==> src/hdl/two_level_page_translate_assert.svh <==
// Assertion macros for the two-level page translate block.
// Included by the top level; depends on nothing else.
`ifndef TWO_LEVEL_PAGE_TRANSLATE_ASSERT_SVH
`define TWO_LEVEL_PAGE_TRANSLATE_ASSERT_SVH

// Same-cycle implication.
`define PTT_ASSERT_IMP(label, clk, rst_n, ante, cons, msg) \
	label: assert property (@(posedge clk) disable iff (!rst_n) (ante) |-> (cons)) \
		else $error(msg);

// Next-cycle implication.
`define PTT_ASSERT_NXT(label, clk, rst_n, ante, cons, msg) \
	label: assert property (@(posedge clk) disable iff (!rst_n) (ante) |=> (cons)) \
		else $error(msg);

`endif

==> src/hdl/ptt_pkg.sv <==
// Shared types and constants for the two-level page translate block.
// No dependencies.
package ptt_pkg;
	localparam int VA_W     = 24;
	localparam int PA_W     = 17;
	localparam int STATUS_W = 2;

	typedef enum logic [STATUS_W-1:0] {
		ST_HIT      = 2'd0,
		ST_MISS     = 2'd1,
		ST_NO_FRAME = 2'd2
	} status_t;

	// Per-cycle strobes for a table RAM.
	typedef struct packed {
		logic rd;
		logic wr;
	} mem_ctl_t;
endpackage

==> src/hdl/ptt_ram.sv <==
// Single-port-write, single-port-read synchronous RAM; the read data is registered.
// Depends on ptt_pkg (mem_ctl_t).
module ptt_ram #(
	parameter int DEPTH = 64,
	parameter int WIDTH = 8,
	localparam int AW = $clog2(DEPTH)
) (
	input  logic              clk,
	input  ptt_pkg::mem_ctl_t ctl,
	input  logic [AW-1:0]     rd_addr,
	input  logic [AW-1:0]     wr_addr,
	input  logic [WIDTH-1:0]  wr_data,
	output logic [WIDTH-1:0]  rd_data
);
	import ptt_pkg::*;

	logic [WIDTH-1:0] mem [DEPTH];
	logic [WIDTH-1:0] rd_q;

	always_ff @(posedge clk) begin
		if (ctl.wr) begin
			mem[wr_addr] <= wr_data;
		end
		if (ctl.rd) begin
			rd_q <= mem[rd_addr];
		end
	end

	assign rd_data = rd_q;
endmodule

==> config.mk <==
export PLATFORM = sky130hd
export DESIGN_NAME = ptt_ram
export DESIGN_NICKNAME = d
export VERILOG_FILES = /design/src/hdl/two_level_page_translate_assert.svh /design/src/hdl/ptt_pkg.sv /design/src/hdl/ptt_ram.sv
export SDC_FILE = /design/constraint.sdc
export NUM_CORES = 1
export LEC_CHECK = 0
export BUFFER_PORTS_ARGS = -buffer_cell sky130_fd_sc_hd__buf_2
export CAP_MARGIN = 15
export CORE_AREA = 2 2 251 278
export DETAILED_ROUTE_END_ITERATION = 16
export DIE_AREA = 0 0 253 280
export PLACE_DENSITY = 0.52
export SLEW_MARGIN = 25
export SYNTH_ARGS = -nofsm -noshare
export SYNTH_HDL_FRONTEND = slang
export SYNTH_SLANG_ARGS = --single-unit
==> constraint.sdc <==
create_clock -name clk -period 2.95 [get_ports clk]
set_input_delay 0.59 -clock clk [delete_from_list [all_inputs] [get_ports clk]]
set_output_delay 0.59 -clock clk [all_outputs]
set_load 0.05 [all_outputs]
-- Word level (Yosys, flattened, before mapping)
Memories as Yosys holds them, arrays and structs flattened. A register that Yosys moved wholly into a read port is not among the register bits.
Cells that the tools add are included.
- register bits: 0
- bits of input ports: 23
- RAM bits: 512
- memories kept: 1
- output and inout port bits: 8
- logic and storage cells: 3
- memories (memory ; depth ; bits a word ; rd ports ; clocked after Yosys merged registers in ; write ports ; RTL line ; text):
    mem ; 64 ; 8 ; 1 ; 1 ; 1 ; ptt_ram.sv:17 ; logic [WIDTH-1:0] mem [DEPTH];
- mux-type cells: 2
- operators by type and width (kind ; number):
    1-bit two-way mux ; 2

-- Depth between registers and ports, before layout
- depth after elaboration: 2
- mapped depth: 9

-- Worst setup path after synthesis
OpenSTA, ideal clock, no wires.
- path type: input port to flip-flop
- start point: input rd_addr[1]
- end point: register rd_q[3] (netlist: rd_data[3]), read port of mem, data pin
- stages: 7
- data arrival time: 2130 ps
- path buffers: 3
- setup time: 266 ps
- data required time: 2684 ps
- path slack: 554 ps
- cells stage by stage: buf_4 -> buf_2 -> buf_2 -> mux4_2 -> mux4_2 -> o21ai_1 -> o41ai_1
- RTL lines (what ; RTL line ; text):
    from (decl) ; ptt_ram.sv:10 ; input logic [AW-1:0] rd_addr,
    to (decl) ; ptt_ram.sv:18 ; logic [WIDTH-1:0] rd_q;

==> impl_results.md <==
- Most frequent cell after synthesis: edfxtp_1
- Final WL: 49100 µm
- Worst-path maximum fanout: 20
- Leakage power: 7.50 nW
- Switching power: 3.18 mW
- Startpoint Class: input pin
- Residual DRC: 0
- Max_slew headroom: 42.9%
- Final ANT Viol Nets: 0
- Synth-to-Final Area Change: 17.3%
- Initial antenna violation count: 7
- Synth Cell Area: 0.0202 mm²
- Post-synthesis sequential area ratio: 77.1%
- Largest net degree at the start of global routing: 65
- Layout cells sized above 1: 31.9%
- Chip width: 253 µm
- First-pass iteration count of the detailed router: 5
- Core Util, Final: 34.8%
- Fin crit share: 80.3%
- Dpl ws: -24.2 ps
- Worst skew pair latency: 560 ps
- Post-CTS Repair Setup Buffers: 0
- Std-Cell Rows: 101
- CP required: 3240 ps
- Top cells by area, synth: edfxtp_1 (77%), mux4_2 (14%), nor2_1 (1.5%), mux2i_1 (1.1%), mux2_2 (0.72%)
- Sequential share of power: 54.7%
- Via count: 9878
- Vias in the first global route: 10300
- CTS tree: yes
- Fin Setup TNS: 0 ps
- Fraction of registers with async set or reset after synthesis: 0%
- Post-synth top area cell: edfxtp_1
- Global placer's final weighted congestion: 0.788
- Final Skew: 10.9 ps
- Core region area: 0.0682 mm²
- Worst vdd ir: 0.393 mV
- Congestion Overflow GR: 0
- Crit path kind: in2reg
- Total CTS buffers: 48
- PortBufs: 30
- Hold crit path type: in2reg
- Setup-failing EPs final: 0
- Ys flop type: edfxtp_1
- Synth top area share: 77.1%
- CTS resizes: 0
- Status: finished, final reports clean
- WL/cell: 24.5 µm
- Post-Syn Nets: 963
- Top-level port count: 31
- Max clock buf depth: 3
- Fin crit period: 2370 ps
- Clk root buf: clkbuf_16
- Net Sw Frac: 21.2%
- Comb power frac: 5.8%
- Crit path capture type: register
- Worst setup margin: 582 ps
- Post-DP HPWL: 31900 µm
- Critical Path AT: 2650 ps
- Die H: 280 µm
- CTS Sinks: 520
- Number of enable flip-flop cells after synthesis: 520
- DIE AREA: 0.0708 mm²
- Final hold vios: 0
- Power Dens Cells: 632 mW/mm²
- Clk pin slew, worst setup/hold paths: 70 ps
- RSZ-0062 raised after global routing: false
- DRT iter0 DRCs: 863
- First-pass GRT wire length: 72000 µm
- FMAX: 422 MHz
- Hold buffer count at CTS: 0
- Vias per cell: 4.92
- Clock network power share: 39.5%
- Post-synth top cells: edfxtp_1 (520), mux4_2 (126), nor2_1 (83), mux2i_1 (23), nand2_1 (19)
- Avg Inst Size Synth: 21.5 µm²
- Yosys warns: 0
- Post-synthesis cell count: 940
- Starting density of the core: 29.7%
- Synth unique cells: 39
- Layout Nets: 1115
- Yosys reg bits: 520
- Max Transition Viols Final: 0
- Htree depth: 2
- Hold_ws: 396 ps
- P_int: 11.8 mW
- GRT Total Usage: 14.1%
- Slew @ Worst Pin: 856 ps
- Max Cap Violations: 0
==> metal layers <==
metal  wire length [µm]  GRT usage, %  part of all wire, %
met4               1260          4.20                  2.6
met5                 88             0                 0.18
met2              24300          23.5                   49
met1              21100          18.7                   43
met3               2420          2.53                  4.9
==> power groups by stage <==
stage               logic, mW  registers (mW)  clock network (mW)
floorplan               0.436            8.40                   0
global placement        0.872            8.37                   0
detailed placement      0.880            8.37                   0
CTS                     0.881            8.21                6.08
global route            0.924            8.21                6.35
finish                  0.863            8.21                5.93
==> state kept, by name (all words and copies together) (netlist names) <==
signal,cells
mem,512
rd_data,8
==> placed cells by master, fill, tap and decap left out, types with 2 or more instances in the layout <==
| cell | synthesis | layout |
|---|---|---|
| o21ai_1 | 2 | 2 |
| clkinvlp_4 | 0 | 2 |
| a221oi_1 | 6 | 6 |
| nor2b_1 | 14 | 14 |
| o21ai_0 | 2 | 2 |
| o2111ai_1 | 3 | 3 |
| o32ai_1 | 2 | 2 |
| nor4_1 | 2 | 2 |
| clkinv_2 | 0 | 13 |
| buf_2 | 11 | 27 |
| clkinv_1 | 0 | 11 |
| o21a_1 | 2 | 2 |
| o2bb2ai_1 | 3 | 3 |
| mux4_2 | 126 | 126 |
| a21oi_1 | 3 | 3 |
| mux2i_1 | 23 | 23 |
| nand2b_1 | 7 | 7 |
| edfxtp_1 | 520 | 520 |
| nand2_1 | 19 | 19 |
| o22ai_1 | 8 | 8 |
| buf_4 | 13 | 112 |
| nand4_1 | 2 | 2 |
| o41ai_1 | 2 | 2 |
| clkbuf_1 | 17 | 10 |
| o221ai_1 | 8 | 8 |
| a22oi_1 | 3 | 3 |
| a211oi_1 | 4 | 4 |
| nor2_1 | 83 | 83 |
| buf_12 | 2 | 13 |
| nand3_1 | 13 | 13 |
| mux2_2 | 13 | 13 |
| clkbuf_16 | 0 | 49 |
| bufinv_16 | 0 | 3 |
| o221a_2 | 2 | 2 |
| a2111oi_0 | 2 | 2 |
| nor3_1 | 7 | 7 |
| nand3b_1 | 3 | 3 |
==> cell type report <==
cell class,instances,area (µm²)
antenna,1,2.50
clock buffer,59,1260
clock inverter,29,211
fill,6342,44500
multi-input combinational,369,4320
sequential,520,15600
tap,875,1090
timing repair buffer,153,1250
==> path summary, 6_finish.rpt <==
path	startpoint	endpoint	slack, ps	depth (start not counted)
hold / removal	ctl[1]	rd_data[7]	400	1
setup reg to reg	mem[28][4]	rd_data[4]	770	5
hold reg to reg	mem[22][2]	rd_data[2]	920	4
setup / recovery	rd_addr[0]	rd_data[1]	580	8
==> critical path, cell delays in order <==
cell and delay [ps]:
clkbuf_8 300, buf_4 240, buf_4 180, buf_4 260, mux2i_1 250, a221oi_1 110
a221oi_1 520, o2bb2ai_1 130
==> stage by stage <==
step	instance area (µm²)	cells	power [mW]
floorplan	20200	940	8.83
global placement	22300	1917	9.24
detailed placement	22300	1917	9.25
CTS	23800	2005	15.2
global route	23800	2005	15.5
finish	23800	2006	15.0
==> cell families (layout without fill, tap and decap cells) <==
family                 count (synthesis)  after routing  share of synthesized area [%]
buffers and inverters                 51            241                           1.56
DFF                                  520            520                           77.1
AOI/OAI and AO/OA                     54             54                           2.06
and+or+nand+nor                      153            153                           3.37
muxes                                162            162                           15.9
other                                  0              1                              0
Power figures use the tool's default switching activity.
